**src/mtx_pkg.sv**
```systemverilog
package mtx_pkg;

	localparam int unsigned TBL_N   = 624;
	localparam int unsigned TBL_M   = 397;
	localparam int unsigned IDX_W   = $clog2(TBL_N);
	localparam int unsigned WORD_W  = 32;

	localparam logic [WORD_W-1:0] SEED_MULT   = 32'h6C07_8965;
	localparam logic [WORD_W-1:0] MATRIX_A    = 32'h9908_B0DF;
	localparam logic [WORD_W-1:0] UPPER_MASK  = 32'h8000_0000;
	localparam logic [WORD_W-1:0] LOWER_MASK  = 32'h7FFF_FFFF;
	localparam logic [WORD_W-1:0] TEMPER_B    = 32'h9D2C_5680;
	localparam logic [WORD_W-1:0] TEMPER_C    = 32'hEFC6_0000;
	localparam logic [WORD_W-1:0] SEED_RESET  = 32'd5489;

	localparam logic [IDX_W-1:0] IDX_LAST  = IDX_W'(TBL_N - 1);
	localparam logic [IDX_W-1:0] IDX_FAR   = IDX_W'(TBL_M);
	localparam logic [IDX_W-1:0] IDX_WRAP  = IDX_W'(TBL_N - TBL_M);

	localparam logic OP_SEED = 1'b0;
	localparam logic OP_XOR  = 1'b1;

	typedef enum logic [1:0] {
		SD_IDLE,
		SD_MUL,
		SD_ADD
	} seed_state_t;

	// one write to the table
	typedef struct packed {
		logic              en;
		logic [IDX_W-1:0]  addr;
		logic [WORD_W-1:0] data;
	} tbl_wr_t;

	function automatic logic [WORD_W-1:0] twist_word(
		input logic [WORD_W-1:0] cur,
		input logic [WORD_W-1:0] nxt,
		input logic [WORD_W-1:0] far
	);
		logic [WORD_W-1:0] y;
		logic [WORD_W-1:0] v;
		y = (cur & UPPER_MASK) | (nxt & LOWER_MASK);
		v = far ^ (y >> 1);
		if (nxt[0]) begin
			v = v ^ MATRIX_A;
		end
		return v;
	endfunction

	function automatic logic [WORD_W-1:0] temper(input logic [WORD_W-1:0] x);
		logic [WORD_W-1:0] y;
		y = x ^ (x >> 11);
		y = y ^ ((y << 7) & TEMPER_B);
		y = y ^ ((y << 15) & TEMPER_C);
		y = y ^ (y >> 18);
		return y;
	endfunction

endpackage

```
**src/mtx_twister.sv**
```systemverilog
module mtx_twister
	import mtx_pkg::*;
(
	input  logic [WORD_W-1:0] cur_word,
	input  logic [WORD_W-1:0] next_word,
	input  logic [WORD_W-1:0] far_word,
	input  logic [WORD_W-1:0] data,
	output logic [WORD_W-1:0] new_word,
	output logic [WORD_W-1:0] keystream
);

	assign new_word  = twist_word(cur_word, next_word, far_word);
	assign keystream = data ^ temper(new_word);

endmodule

```
**config.mk**
```make
export PLATFORM = sky130hd
export DESIGN_NAME = mtx_twister
export DESIGN_NICKNAME = d
export VERILOG_FILES = /design/src/mtx_pkg.sv /design/src/mtx_twister.sv
export SDC_FILE = /design/constraint.sdc
export NUM_CORES = 1
export LEC_CHECK = 0
export BUFFER_PORTS_ARGS = -buffer_cell sky130_fd_sc_hd__buf_2
export CORE_MARGIN = 5
export CORE_UTILIZATION = 33
export DETAILED_ROUTE_END_ITERATION = 10
export PLACE_DENSITY = 0.85
export RECOVER_POWER = 100
export SLEW_MARGIN = 0
export SYNTH_ARGS = -nofsm -noshare
export SYNTH_HDL_FRONTEND = slang
export SYNTH_SLANG_ARGS = --single-unit
```
**constraint.sdc**
```tcl
create_clock -name vclk -period 2.8
set_clock_uncertainty 0.1 [all_clocks]
set_input_delay 0.42 -clock vclk [all_inputs]
set_output_delay 0.42 -clock vclk [all_outputs]
set_load 0.1 [all_outputs]
```
==> results.ini <==
[critical_path]
cpLargestDelayFamily=XOR/XNOR gates
timing.critical_path.buf_inv=3
path_cells=buf_2 -> buf_4 -> xor3_4 -> xor2_4 -> xnor2_4 -> xor2_4 -> buf_8
cp_slowest_cell=sky130_fd_sc_hd__xor3_4
critPathCaptureType=primary output
cp-start-kind=input port
critPathMaxFanout=6
setup.worst_path.end=keystream[5]
largest_stage_delay_on_the_critical_path_ns=0.54
cp_num_cells=7
cp.required_ns=2.28
setup.worst_path.class=in -> out
worstSetupStartpoint=next_word[0]
timing.critical_path.mode_cell=sky130_fd_sc_hd__xor2_4
timing.critical_path.arrival_ns=2.21

[route]
post_drt_via_cell_ratio=4.53
drc_errors=0
routed_wirelength_um=7220
dr.first_iter.drc_count=35
num_vias=1713
drt-wirelength-per-cell_um=19.1
drtPass1Iterations=4
ant_nets=0

[hold_path]
worstHoldPathType=in -> out

[sta]
final-max-slew-violation-count=0
worst_slew_pin_slew_ns=1.21
timing.final.crit_period_ns=2.73
rsz_0062_raised_after_global_routing=no
hold_ws_ns=1.11
final-setup-viol-count=0
final.setup.tns_ns=0
timing.final.hold_violations=0
relSlewSlack=0.200
final.period_utilization=0.977
max_freq_mhz=366

[placed_design]
cell_count_post_placement=378
place_congestion=0.746
post_dp_hpwl_um=6970
postPlaceCellArea_um2=3990
portBuffers=160

[layout]
layout_common_cells=sky130_fd_sc_hd__buf_2, sky130_fd_sc_hd__xnor2_1, sky130_fd_sc_hd__xnor2_4, sky130_fd_sc_hd__clkbuf_1, sky130_fd_sc_hd__buf_4
mostFrequentLayoutCell=sky130_fd_sc_hd__buf_2
finish.instance_area_um2=3760
share_of_post_route_cells_with_drive_strength_above_1=0.702
antenna_diodes=0
layout.clock_buffers=0
sequential_cell_area_um2=0
multi_input_combinational_cell_area_um2=2340
stdcell_count=378
n_sequential_cell=0
final_net_count=456
area.growth.synth_to_final_pct=159
fillCellCount=202

[floorplan]
core_um2=4290
die-width_um=76.3
die_height_um=76.3
start_util=0.338
design.portCount=192
rows=24
die_area_um2=5820

[synthesis]
yosysUniqueCellTypes=11
ys_seq_area_frac=0
synth_area_leaders=sky130_fd_sc_hd__xnor2_1, sky130_fd_sc_hd__xor2_1, sky130_fd_sc_hd__xnor3_1, sky130_fd_sc_hd__xor3_1, sky130_fd_sc_hd__inv_1
netlist.area_leader.share=0.459
post_synth.cell_area_avg_um2=10.2
synthDominantAreaCellType=sky130_fd_sc_hd__xnor2_1
yosysWarningCount=0
postSynthCellCount=142
syn-cell-area_um2=1450
synth_nets=270

[global_routing]
first_global_vias=2135
grt_first_pass_wirelength_um=11300
maximum_number_of_pins_on_one_net_before_global_route_repair=7
overflow=0
antenna_found_initial=0
grtUsageTotal=0.245

[clock_tree]
post_cts.repair.setup_buffers=0
cts-hold-fix-buffers=0

[flow_run]
reported_max_cap_violation_count=0

[run_status]
status=completed

-- cell type report --
type | count | share of cell area
Inverter | 12 | 0.0140
Multi-Input combinational cell | 128 | 0.623
Tap cell | 52 | 0.0173
Timing Repair Buffer | 186 | 0.346
-- worst min-delay path by stage --
| stage | from | end | slack (ns) | depth (start not counted) |
|---|---|---|---|---|
| after floorplan | data[23] | keystream[23] | 0.94 | 1 |
| after global placement | data[24] | keystream[24] | 1.10 | 3 |
| after detailed placement | data[24] | keystream[24] | 1.10 | 3 |
| after CTS | data[24] | keystream[24] | 1.10 | 3 |
| after global routing | data[27] | keystream[27] | 1.12 | 3 |
| final | data[27] | keystream[27] | 1.11 | 3 |
-- repair_timing --
item / in CTS / in global routing
setup endpoints to repair: 4 / 4
gates resized for setup: 0 / 1
pin swaps: 2 / 2
-- per-stage QoR --
stage | worst slack, ns | utilization
after floorplan | -0.348 | -
after global placement | 0.0378 | 0.930
after detailed placement | -0.0340 | 0.930
after CTS | 0.00299 | 0.930
after global routing | 0.0119 | 0.876
final | 0.0652 | 0.876
-- kinds of logic after synthesis --
group | count (synthesis) | share of synthesized area
xor+xnor | 128 | 0.958
buf+inv | 14 | 0.0423
-- layer usage --
layer / routed length (µm) / share of wire / GRT usage
met5: 0 / 0 / 0
met4: 287 / 0.040 / 0.0892
met3: 607 / 0.084 / 0.0626
met2: 4360 / 0.60 / 0.521
met1: 1970 / 0.27 / 0.207
-- Yosys cell counts --
| master | n |
|---|---|
| sky130_fd_sc_hd__xnor3_2 | 1 |
| sky130_fd_sc_hd__xnor3_1 | 12 |
| sky130_fd_sc_hd__xnor2_4 | 1 |
| sky130_fd_sc_hd__inv_1 | 12 |
| sky130_fd_sc_hd__xor3_1 | 3 |
| sky130_fd_sc_hd__xnor2_2 | 1 |
| sky130_fd_sc_hd__xnor2_1 | 76 |
| sky130_fd_sc_hd__xor2_1 | 33 |
| sky130_fd_sc_hd__buf_2 | 1 |
| sky130_fd_sc_hd__xor3_2 | 1 |
| sky130_fd_sc_hd__buf_6 | 1 |
Power is left out: the tool's default activity adds up to more than one toggle a clock period on the data nets, which glitch-free logic cannot reach.
