`config.mk`:
```
export PLATFORM = sky130hd
export DESIGN_NAME = mtx_seeder
export DESIGN_NICKNAME = d
export VERILOG_FILES = /design/src/mtx_pkg.sv /design/src/mtx_seeder.sv
export SDC_FILE = /design/constraint.sdc
export NUM_CORES = 1
export LEC_CHECK = 0
export BUFFER_PORTS_ARGS = -buffer_cell sky130_fd_sc_hd__buf_2
export CAP_MARGIN = 20
export CORE_MARGIN = 2
export CORE_UTILIZATION = 50
export CTS_CLUSTER_SIZE = 28
export DETAILED_ROUTE_END_ITERATION = 16
export PLACE_DENSITY = 0.8
export SETUP_SLACK_MARGIN = 0.15
export SYNTH_ARGS = -nofsm -noshare
export SYNTH_HDL_FRONTEND = slang
export SYNTH_SLANG_ARGS = --single-unit
```
`constraint.sdc`:
```
create_clock -name clk -period 6 [get_ports clk]
set_clock_uncertainty 0.15 [all_clocks]
set_input_delay 0.6 -clock clk [delete_from_list [all_inputs] [get_ports clk]]
set_output_delay 0.6 -clock clk [all_outputs]
set_load 0.02 [all_outputs]
```
`src/mtx_pkg.sv`:
```
package mtx_pkg;

	localparam int unsigned TBL_N   = 624;
	localparam int unsigned TBL_M   = 397;
	localparam int unsigned IDX_W   = $clog2(TBL_N);
	localparam int unsigned WORD_W  = 32;

	localparam logic [WORD_W-1:0] SEED_MULT   = 32'h6C07_8965;
	localparam logic [WORD_W-1:0] MATRIX_A    = 32'h9908_B0DF;
	localparam logic [WORD_W-1:0] UPPER_MASK  = 32'h8000_0000;
	localparam logic [WORD_W-1:0] LOWER_MASK  = 32'h7FFF_FFFF;
	localparam logic [WORD_W-1:0] TEMPER_B    = 32'h9D2C_5680;
	localparam logic [WORD_W-1:0] TEMPER_C    = 32'hEFC6_0000;
	localparam logic [WORD_W-1:0] SEED_RESET  = 32'd5489;

	localparam logic [IDX_W-1:0] IDX_LAST  = IDX_W'(TBL_N - 1);
	localparam logic [IDX_W-1:0] IDX_FAR   = IDX_W'(TBL_M);
	localparam logic [IDX_W-1:0] IDX_WRAP  = IDX_W'(TBL_N - TBL_M);

	localparam logic OP_SEED = 1'b0;
	localparam logic OP_XOR  = 1'b1;

	typedef enum logic [1:0] {
		SD_IDLE,
		SD_MUL,
		SD_ADD
	} seed_state_t;

	// one write to the table
	typedef struct packed {
		logic              en;
		logic [IDX_W-1:0]  addr;
		logic [WORD_W-1:0] data;
	} tbl_wr_t;

	function automatic logic [WORD_W-1:0] twist_word(
		input logic [WORD_W-1:0] cur,
		input logic [WORD_W-1:0] nxt,
		input logic [WORD_W-1:0] far
	);
		logic [WORD_W-1:0] y;
		logic [WORD_W-1:0] v;
		y = (cur & UPPER_MASK) | (nxt & LOWER_MASK);
		v = far ^ (y >> 1);
		if (nxt[0]) begin
			v = v ^ MATRIX_A;
		end
		return v;
	endfunction

	function automatic logic [WORD_W-1:0] temper(input logic [WORD_W-1:0] x);
		logic [WORD_W-1:0] y;
		y = x ^ (x >> 11);
		y = y ^ ((y << 7) & TEMPER_B);
		y = y ^ ((y << 15) & TEMPER_C);
		y = y ^ (y >> 18);
		return y;
	endfunction

endpackage

```
`src/mtx_seeder.sv`:
```
module mtx_seeder
	import mtx_pkg::*;
(
	input  logic              clk,
	input  logic              arst_n,
	input  logic              start,
	input  logic [WORD_W-1:0] seed_value,
	output logic              busy,
	output tbl_wr_t           wr
);

	seed_state_t       st_q, st_d;
	logic [IDX_W-1:0]  sidx_q;
	logic [WORD_W-1:0] prev_q;
	logic [WORD_W-1:0] prod_q;
	logic [WORD_W-1:0] sum;

	assign sum = prod_q + WORD_W'(sidx_q);

	always_comb begin
		st_d = st_q;
		case (st_q)
			SD_IDLE: if (start) st_d = SD_MUL;
			SD_MUL:  st_d = SD_ADD;
			SD_ADD:  st_d = (sidx_q == IDX_LAST) ? SD_IDLE : SD_MUL;
			default: st_d = SD_IDLE;
		endcase
	end

	always_comb begin
		busy    = 1'b1;
		wr.en   = 1'b0;
		wr.addr = sidx_q;
		wr.data = sum;
		case (st_q)
			SD_IDLE: begin
				busy    = 1'b0;
				wr.en   = start;
				wr.addr = '0;
				wr.data = seed_value;
			end
			SD_MUL: ;
			SD_ADD: wr.en = 1'b1;
			default: busy = 1'b0;
		endcase
	end

	always_ff @(posedge clk or negedge arst_n) begin
		if (!arst_n) begin
			st_q <= SD_IDLE;
		end else begin
			st_q <= st_d;
		end
	end

	// entry i = mult * (p ^ (p >> 30)) + i, product registered before the add
	always_ff @(posedge clk) begin
		case (st_q)
			SD_IDLE: begin
				sidx_q <= IDX_W'(1);
				prev_q <= seed_value;
			end
			SD_MUL:  prod_q <= SEED_MULT * (prev_q ^ (prev_q >> 30));
			SD_ADD: begin
				prev_q <= sum;
				sidx_q <= sidx_q + IDX_W'(1);
			end
			default: ;
		endcase
	end

endmodule

```
==> results of run 1 <==
-- metrics by stage --
stage | TNS [ps] | hold WS, ps
3_5_place_dp | -983 | 236
2_1_floorplan | -82.1 | 154
4_1_cts | -142 | 324
3_3_place_gp | -132 | 234
6_report | -1530 | 319
5_1_grt | -3440 | 342
-- kinds of logic (layout without fill, tap and decap cells) --
logic type / after synthesis / after routing / share of synthesized area, %
fa+ha+maj: 372 / 372 / 45.9
buf+inv: 319 / 487 / 9.72
simple gates: 228 / 228 / 9.70
compound gates: 201 / 201 / 10.3
flops: 76 / 76 / 18.1
xor+xnor: 73 / 73 / 5.10
mux: 13 / 13 / 1.08
-- registers in the layout, summed over array words and instances, names as in the netlist --
signal	count
prev_q	32
prod_q	32
sidx_q	10
st_q	2
-- critical path, stage by stage, from the launching register on --
cell      delay (ps)
edfxtp_1         490
ha_1             320
ha_1             310
fa_1             550
inv_1             70
fa_1             480
inv_1             50
fa_1             500
fa_1             450
fa_1             490
inv_1             50
fa_1             490
inv_1             80
ha_4             270
buf_4            170
a21o_1           210
a21oi_4          220
o21ai_2          110
o21ai_2          240
o21ai_2          100
xor2_1           150
-- final timing paths --
| kind | to | slack (ps) | depth (start not counted) |
|---|---|---|---|
| worst min register to register | st_q[1] | 510 | 2 |
| min in group asynchronous | st_q[0] | 400 | 2 |
| max in group asynchronous | st_q[1] | 5200 | 2 |
| worst max-delay path | prod_q[30] | -200 | 20 |
| worst min-delay path | st_q[1] | 320 | 2 |
| worst max register to register | prod_q[30] | -200 | 20 |
-- metal layers --
layer  part of all wire (%)  vias up
met5                      0        -
met4                    3.4        0
met3                    6.4       74
met2                     51      396
met1                     40     4961
li1                       -     4633
-- cell type report --
| cell class | instances | area [sq um] | share of cell area [%] |
|---|---|---|---|
| clock buffer | 9 | 225 | 1.52 |
| clock inverter | 6 | 55.1 | 0.371 |
| inverter | 281 | 1050 | 7.10 |
| multi-input combinational | 887 | 9520 | 64.1 |
| sequential | 76 | 2270 | 15.3 |
| tap | 324 | 405 | 2.73 |
| timing repair buffer | 191 | 1320 | 8.90 |
-- what timing repair did --
action,in CTS,in global routing
setup endpoints to repair,13,15
setup buffers,14,10
hold buffers,1,0
hold endpoints to repair,2,0
pin swaps,32,21
gates resized for setup,45,22
-- cells in the final DEF, fill, tap and decap left out, types with 29 or more instances in the layout --
master / n
ha_1: 207
inv_1: 275
a31oi_1: 31
a21oi_1: 29
nor2_1: 33
buf_2: 78
xnor2_1: 47
fa_1: 144
buf_4: 102
nand3_1: 33
edfxtp_1: 74
o21ai_0: 45
nand2_1: 42
==> summary.md, run 1 <==
| Metric | Value |
|---|---|
| Fin area | 14900 sq um |
| First drt pass iteration count | 5 |
| Synth Warn # | 0 |
| Final critical-path share of the clock period | 103% |
| Hpwl dp | ~27000 um |
| Worst-Skew Late Latency | 360 ps |
| Post-Syn Area per Cell | between 9 and 10 sq um |
| Worst-margin pin slew | approximately 770 ps |
| Worst EP arrival | 6160 ps |
| Final core occ | approximately three fifths |
| Synth area leaders | fa_1, ha_1, edfxtp_1 |
| Via Count | 10100 |
| Crit Path Category | reg -> reg |
| Vias in the first global route | 10300 |
| RD Place Congestion | approximately 0.92 |
| Critical path launch point | prev_q[13] |
| PortBufs | 78 |
| Gr busiest metal | met2 |
| Main flop type after synthesis | edfxtp_1 |
| Max-slew violations | 0 |
| FILL cells | around 1900 |
| Placed Area | 14000 sq um |
| IO Count | 79 |
| Die X | 162 um |
| Routed wire length | ~35000 um |
| Fmax | 161 MHz |
| Top-count cell post-synth | inv_1 |
| Worst hold path type | in -> reg |
| FF-to-FF Start | prev_q[13] |
| Slew margin rel. | between 40% and 50% |
| Syn Inst Count | 1282 |
| Gr usage total | around a quarter |
| Register clock-pin slew on the reported worst setup and hold paths | 60 ps |
| CTS tree | yes |
| # Max-Cap Violations | 0 |
| Root buffer cell | clkbuf_16 |
| Antenna diode count | 0 |
| Remaining DRCs | 0 |
| Non-Filler Instances | around 1800 |
| Commonest cells post-synth | inv_1, ha_1, fa_1 |
| Failing checks | negative setup slack |
| Met3 global-route usage | approximately 3.7% |
| Slack of the critical path | -205 ps |
| Total core area | approximately 24000 sq um |
| Largest net degree at the start of global routing | between 60 and 70 |
| Vias per cell | 5.67 |
| First-pass GRT wire length | around 53000 um |
| Asr flop ratio synth | 2.63% |
| Number of synthesized flops with an enable pin | 74 |
| Die Y | between 150 and 200 um |
| Critical Path RT | approximately 6000 ps |
| Status | finished with violations |
| Mapped Area | 12500 sq um |
| Max Buffers Root-to-Sink | 2 |
| Placed Instances | roughly 1700 |
| Minimum clock period | ~6200 ps |
| CTS buffer count | 9 |
| Nature of the critical path endpoint | register |
| Starting Density | around half |
| Drt wl/cell | ~20 um |
| H-tree depth reported by CTS | 3 |
| Die ar. | ~26000 sq um |
| Initial antenna violation count | 0 |
| Rows | 57 |
| Area leader, netlist | fa_1 |
| Final nets | 1853 |
| M2 GR Usage | ~46% |
| Final Setup Violations | 11 |
| Share of layout cells above drive strength 1 | between 10% and 20% |
| Iter 0 DRT Violations | a little under 900 |
| Area Overhead vs Synth | 18.5% |
| Setup WS pre-CTS | -201 ps |
| Crit start category | register |
| Routing usage on met1 | around 33% |
| Max Fanout on Critical Path | 5 |
| RSZ-0062 raised after global routing | yes |
| Clk sinks | between 70 and 80 |
| Flops & latches, synth | between 70 and 80 |
| Post-Syn Nets | 1689 |
| Final hold viol count | 0 |
| GRT Residual Overflow | 0 |
| HP Start | start |
| Post-route ant nets | 0 |
| Netlist cell types | 62 |
| Post-synth top area share | a little under a quarter |
| Post-synthesis sequential area ratio | 18.1% |
Power of run 1 is not shown: default switching activity piles up to over one toggle a cycle in this logic, so the estimate is an artifact.
==> inputs of run 2 (changes only) <==
Settings changed: ABC_AREA from default to 1.
==> summary.md, run 2 <==
| Metric | Value |
|---|---|
| Mapped Area | 12700 sq um |
| Final hold viol count | 0 |
| Syn Inst Count | 1488 |
| Remaining DRCs | 0 |
| Root buffer cell | clkbuf_16 |
| Crit path top cell by count | inv_2 |
| Drt wl/cell | 18.5 um |
| FILL cells | ~2000 |
| Commonest non-fill, non-tap cell in the layout | inv_1 |
| Share of layout cells above drive strength 1 | between 20% and 30% |
| Initial antenna violation count | 0 |
| Minimum clock period | between 6000 and 7000 ps |
| Family with the most delay on the worst path | adder cells |
| First-pass GRT wire length | 58700 um |
| Synth Warn # | 0 |
| Die X | 163 um |
| Crit start category | register |
| Number of synthesized flops with an enable pin | 74 |
| Post-Syn Area per Cell | between 8 and 9 sq um |
| IO Count | 79 |
| Synth area leaders | fa_1, ha_1, edfxtp_1 |
| DR WL met3 | between 2000 and 3000 um |
| Antenna diode count | 0 |
| H-tree depth reported by CTS | 3 |
| Worst-Skew Late Latency | between 300 and 400 ps |
| Critical path launch point | prev_q[31] |
| Max Fanout on Critical Path | 4 |
| RSZ-0062 raised after global routing | yes |
| Die Y | ~160 um |
| Worst hold path type | in -> reg |
| CTS tree | yes |
| Commonest cells post-synth | inv_1, nand2_1, ha_1 |
| Routed wire length | between 30000 and 40000 um |
| Via Count | 10800 |
| Post-route ant nets | 0 |
| Total core area | between 20000 and 30000 sq um |
| Area Overhead vs Synth | 23.8% |
| Slowest cell delay on critical path | about 520 ps |
| Max-slew violations | 0 |
| Worst-margin pin slew | 968 ps |
| Nature of the critical path endpoint | register |
| Rows | between 50 and 60 |
| Worst EP arrival | roughly 6200 ps |
| Most frequent cells in the layout | inv_1, nand2_1, ha_1, fa_1, buf_4 |
| RD Place Congestion | 0.971 |
| First drt pass iteration count | 5 |
| Vias per cell | 5.34 |
| Post-Syn Nets | around 1900 |
| Metal2 WL | 18600 um |
| Wl on met1 | approximately 15000 um |
| CTS buffer count | 9 |
| Status | finished with violations |
| PortBufs | roughly 80 |
| Slack of the critical path | -263 ps |
| Vias in the first global route | 11300 |
| Failing checks | negative setup slack |
| Final nets | between 2000 and 2500 |
| Hpwl dp | slightly above 30000 um |
| Register clock-pin slew on the reported worst setup and hold paths | 70 ps |
| Post-synth top area share | between 20 and 25% |
| Final Setup Violations | 12 |
| Largest net degree at the start of global routing | between 40 and 50 |
| Buf/Inv on CP | 7 |
| Netlist cell types | 45 |
| Max Buffers Root-to-Sink | 2 |
| CP max-delay cell | fa_2 |
| Starting Density | 50.6% |
| GRT Residual Overflow | 0 |
| HP Start | start |
| Post-synthesis sequential area ratio | 17.9% |
| Fmax | ~160 MHz |
| Iter 0 DRT Violations | approximately 750 |
| Final core occ | 62.7% |
| Worst hold slack | 420 ps |
| Critical Path RT | between 5000 and 6000 ps |
| FF-to-FF Start | prev_q[31] |
| # Max-Cap Violations | 0 |
| Clk sinks | 76 |
| Area leader, netlist | fa_1 |
| Slew margin rel. | between 30 and 40% |
| Top routing layer used | met4 |
| Crit Path Category | reg -> reg |
| Flops & latches, synth | 76 |
| Top-count cell post-synth | inv_1 |
| Main flop type after synthesis | edfxtp_1 |
| Gr usage total | 28.8% |
| Top Registers | prev_q: 32 flops, prod_q: 32 flops, sidx_q: 10 flops |
| Asr flop ratio synth | 2.63% |
| Final critical-path share of the clock period | 104% |
| Die ar. | ~27000 sq um |
run 2: changes by cell type after synthesis, moves of 23 or more:
cell / delta
xnor2_1: -31
a31oi_1: -28
inv_1: +70
nand2_1: +258
nor2b_1: -23
nor2_1: +29
run 2: cell type report:
class | instances | area, sq um | area share, %
multi-input cells | 1039 | 9890 | 62.8
clock inverters | 7 | 57.6 | 0.366
inverters | 357 | 1350 | 8.58
flip-flops and latches | 76 | 2270 | 14.4
repair buffers | 215 | 1530 | 9.71
well taps | 330 | 413 | 2.62
clock buffers | 9 | 225 | 1.43
run 2: per-stage QoR:
stage               setup WS (ps)  setup TNS (ps)  cell area [sq um]  instances
floorplan                     130               0              12800       1488
global placement             -314           -1540              14300       1980
detailed placement           -369           -2320              14300       1980
CTS                         -34.3            -115              15300       2023
global route                 -453           -3620              15700       2033
finish                       -263           -1420              15700       2033
run 2: metal layers:
| layer | track usage [%] | vias to the layer above |
|---|---|---|
| met3 | 4.98 | 107 |
| met1 | 35.7 | 5241 |
| met2 | 49.9 | 383 |
| met5 | 0 | - |
| met4 | 11.2 | 0 |
| li1 | - | 5116 |
run 2: logic make-up (layout without fill, tap and decap cells):
kind of cell | after synthesis | after routing | share of synthesized area [%]
buf+inv | 373 | 588 | 11.1
compound gates | 142 | 142 | 6.36
fa+ha+maj | 372 | 372 | 45.3
xor+xnor | 56 | 56 | 3.86
flops | 76 | 76 | 17.9
simple gates | 469 | 469 | 15.6
run 2: worst paths after layout:
kind / endpoint / slack [ps] / depth (start not counted)
worst min-delay path: st_q[0] / 420 / 4
worst max-delay path: prod_q[31] / -260 / 26
worst min register to register: sidx_q[0] / 510 / 1
worst max register to register: prod_q[31] / -260 / 26
max in group asynchronous: st_q[1] / 5160 / 2
min in group asynchronous: st_q[0] / 440 / 2
run 2: repair_timing:
| item | 4_1_cts | 5_1_grt |
|---|---|---|
| pin swaps | 72 | 48 |
| resized for setup | 124 | 72 |
| setup buffers | 26 | 9 |
| hold buffers | 1 | 0 |
| endpoints found under the setup margin | 14 | 17 |
| hold endpoints to repair | 2 | 0 |
run 2: worst reg2reg max path: stages (launching register included):
cell      delay [ps]
edfxtp_1         430
xnor2_2          240
buf_4            180
xor2_4           170
inv_2             90
ha_2             180
or2_4            230
ha_4             260
inv_2             30
fa_2             520
inv_2             40
ha_4             140
fa_1             510
fa_2             470
fa_1             510
inv_1             50
fa_1             490
inv_2             50
ha_4             240
a21oi_2          220
o21ai_0          160
a21oi_1          240
o21ai_1          120
nor2_1           150
inv_1             60
nand2_1           60
nand2_1           50
Power of run 2 is left out for the same reason.
==> inputs of run 3 (changes only) <==
Settings changed: PLACE_DENSITY 0.8 to 0.78.
Clock period 6 ns to 7.5 ns, I/O delays scaled along.
==> summary.md, run 3 (same netlist as run 2, synthesis figures left out) <==
| Metric | Value |
|---|---|
| CTS Hold Bufs | 0 |
| FILL cells | 2322 |
| Die X | about 160 um |
| Register clock-pin slew on the reported worst setup and hold paths | ~60 ps |
| RSZ-0062 raised after global routing | no |
| Area Overhead vs Synth | 9.37% |
| IO Count | between 70 and 80 |
| Final critical-path share of the clock period | approximately 93% |
| Share of layout cells above drive strength 1 | 8.92% |
| Starting Density | approximately half |
| Final core occ | a little under three fifths |
| Final hold viol count | 0 |
| Critical Path RT | around 7400 ps |
| Final nets | around 2000 |
| Worst hold slack | ~40 ps |
| Die Y | between 150 and 200 um |
| Critical path launch point | prev_q[0] |
| Gr usage total | between 20 and 30% |
| Iter 0 DRT Violations | about 760 |
| Final Setup Violations | 0 |
| Worst-Skew Late Latency | 350 ps |
| Nature of the critical path endpoint | register |
| First drt pass iteration count | 5 |
| Antenna diode count | 0 |
| Total core area | between 20000 and 30000 sq um |
| Setup bufs post-CTS | 0 |
| FF-to-FF Start | prev_q[0] |
| Drt wl/cell | ~18 um |
| TNS Setup | 0 ps |
| Vias in the first global route | about 10000 |
| Rows | 58 |
| Clk sinks | 76 |
| PortBufs | 78 |
| Worst-margin pin slew | just over 1000 ps |
| First-pass GRT wire length | between 50000 and 60000 um |
| Vias per cell | about 5.3 |
| Max Buffers Root-to-Sink | 2 |
| Largest net degree at the start of global routing | 46 |
| Via Count | about 10000 |
| Post-CTS Resized | 0 |
| Flop2flop setup slack | 500 ps |
| Hpwl dp | about 29000 um |
| Die ar. | roughly 27000 sq um |
| H-tree depth reported by CTS | 3 |
| # Max-Cap Violations | 0 |
| Post-route ant nets | 0 |
| Status | completed |
| Slew margin rel. | approximately a third |
| Max-slew violations | 0 |
| Worst hold path type | in -> async |
| CTS tree | yes |
| CTS buffer count | 9 |
| Commonest non-fill, non-tap cell in the layout | inv_1 |
| Crit Path Category | reg -> reg |
| Most frequent cells in the layout | inv_1, nand2_1, ha_1, fa_1, buf_2 |
| Top Registers | prev_q: 32 flops, prod_q: 32 flops, sidx_q: 10 flops |
| Max Fanout on Critical Path | 5 |
| GRT Residual Overflow | 0 |
| Initial antenna violation count | 0 |
| Crit start category | register |
| Worst EP arrival | a little under 7000 ps |
| Minimum clock period | between 6000 and 7000 ps |
| RD Place Congestion | between 0.9 and 1 |
| Fmax | between 100 and 150 MHz |
| Remaining DRCs | 0 |
| Routed wire length | 34400 um |
| Root buffer cell | clkbuf_16 |
==> run 3: cell count changes in the layout (fill, tap and decap cells not counted), moves of 17 or more <==
cell   before  now
ha_4       27    0
ha_1      192  225
buf_4     118   14
inv_2      21    4
inv_1     330  351
==> run 3: worst max-delay path, cell delays in order, from the launching register on <==
cell and delay (ps):
edfxtp_1 490, xor2_4 450, xor2_1 180, inv_1 220
ha_1 260, or2_2 290, ha_1 280, inv_1 50
fa_1 490, inv_1 50, ha_1 180, fa_1 470
fa_1 450, fa_1 520, inv_1 50, fa_1 470
inv_1 50, ha_1 360, a21oi_1 250, o21ai_0 220
a211oi_1 410, o221ai_1 220, xor2_1 180
==> run 3: path summary, 6_finish.rpt <==
kind | to | cells after the start
min in group clk | sidx_q[0] | 1
worst min-delay path | st_q[0] | 1
max in group asynchronous | st_q[1] | 1
worst max register to register | prod_q[28] | 22
worst min register to register | sidx_q[0] | 1
worst max-delay path | prod_q[28] | 22
==> run 3: per-layer routing <==
layer	vias up	routed length [um]	GRT usage, %
met1	4799	14200	34.8
met3	65	2720	5.43
met4	0	1030	8.97
li1	4869	-	-
met2	363	16400	45.3
met5	-	0	0
==> run 3: per-stage QoR <==
step,worst slack [ps],std cells,instance area [sq um]
3_5_place_dp,272,1894,13600
5_1_grt,236,1911,13900
4_1_cts,203,1910,13900
3_3_place_gp,363,1894,13600
6_report,503,1911,13900
2_1_floorplan,1590,1488,12700
==> run 3: final cells by class <==
cell class	instances	area [sq um]	share of cell area [%]
multi-input cells	1039	9060	65.1
inverters	357	1340	9.64
well taps	330	413	2.97
flip-flops and latches	76	2270	16.3
repair buffers	93	523	3.76
clock buffers	9	225	1.62
clock inverters	7	73.8	0.531
Power of run 3 is left out for the same reason.
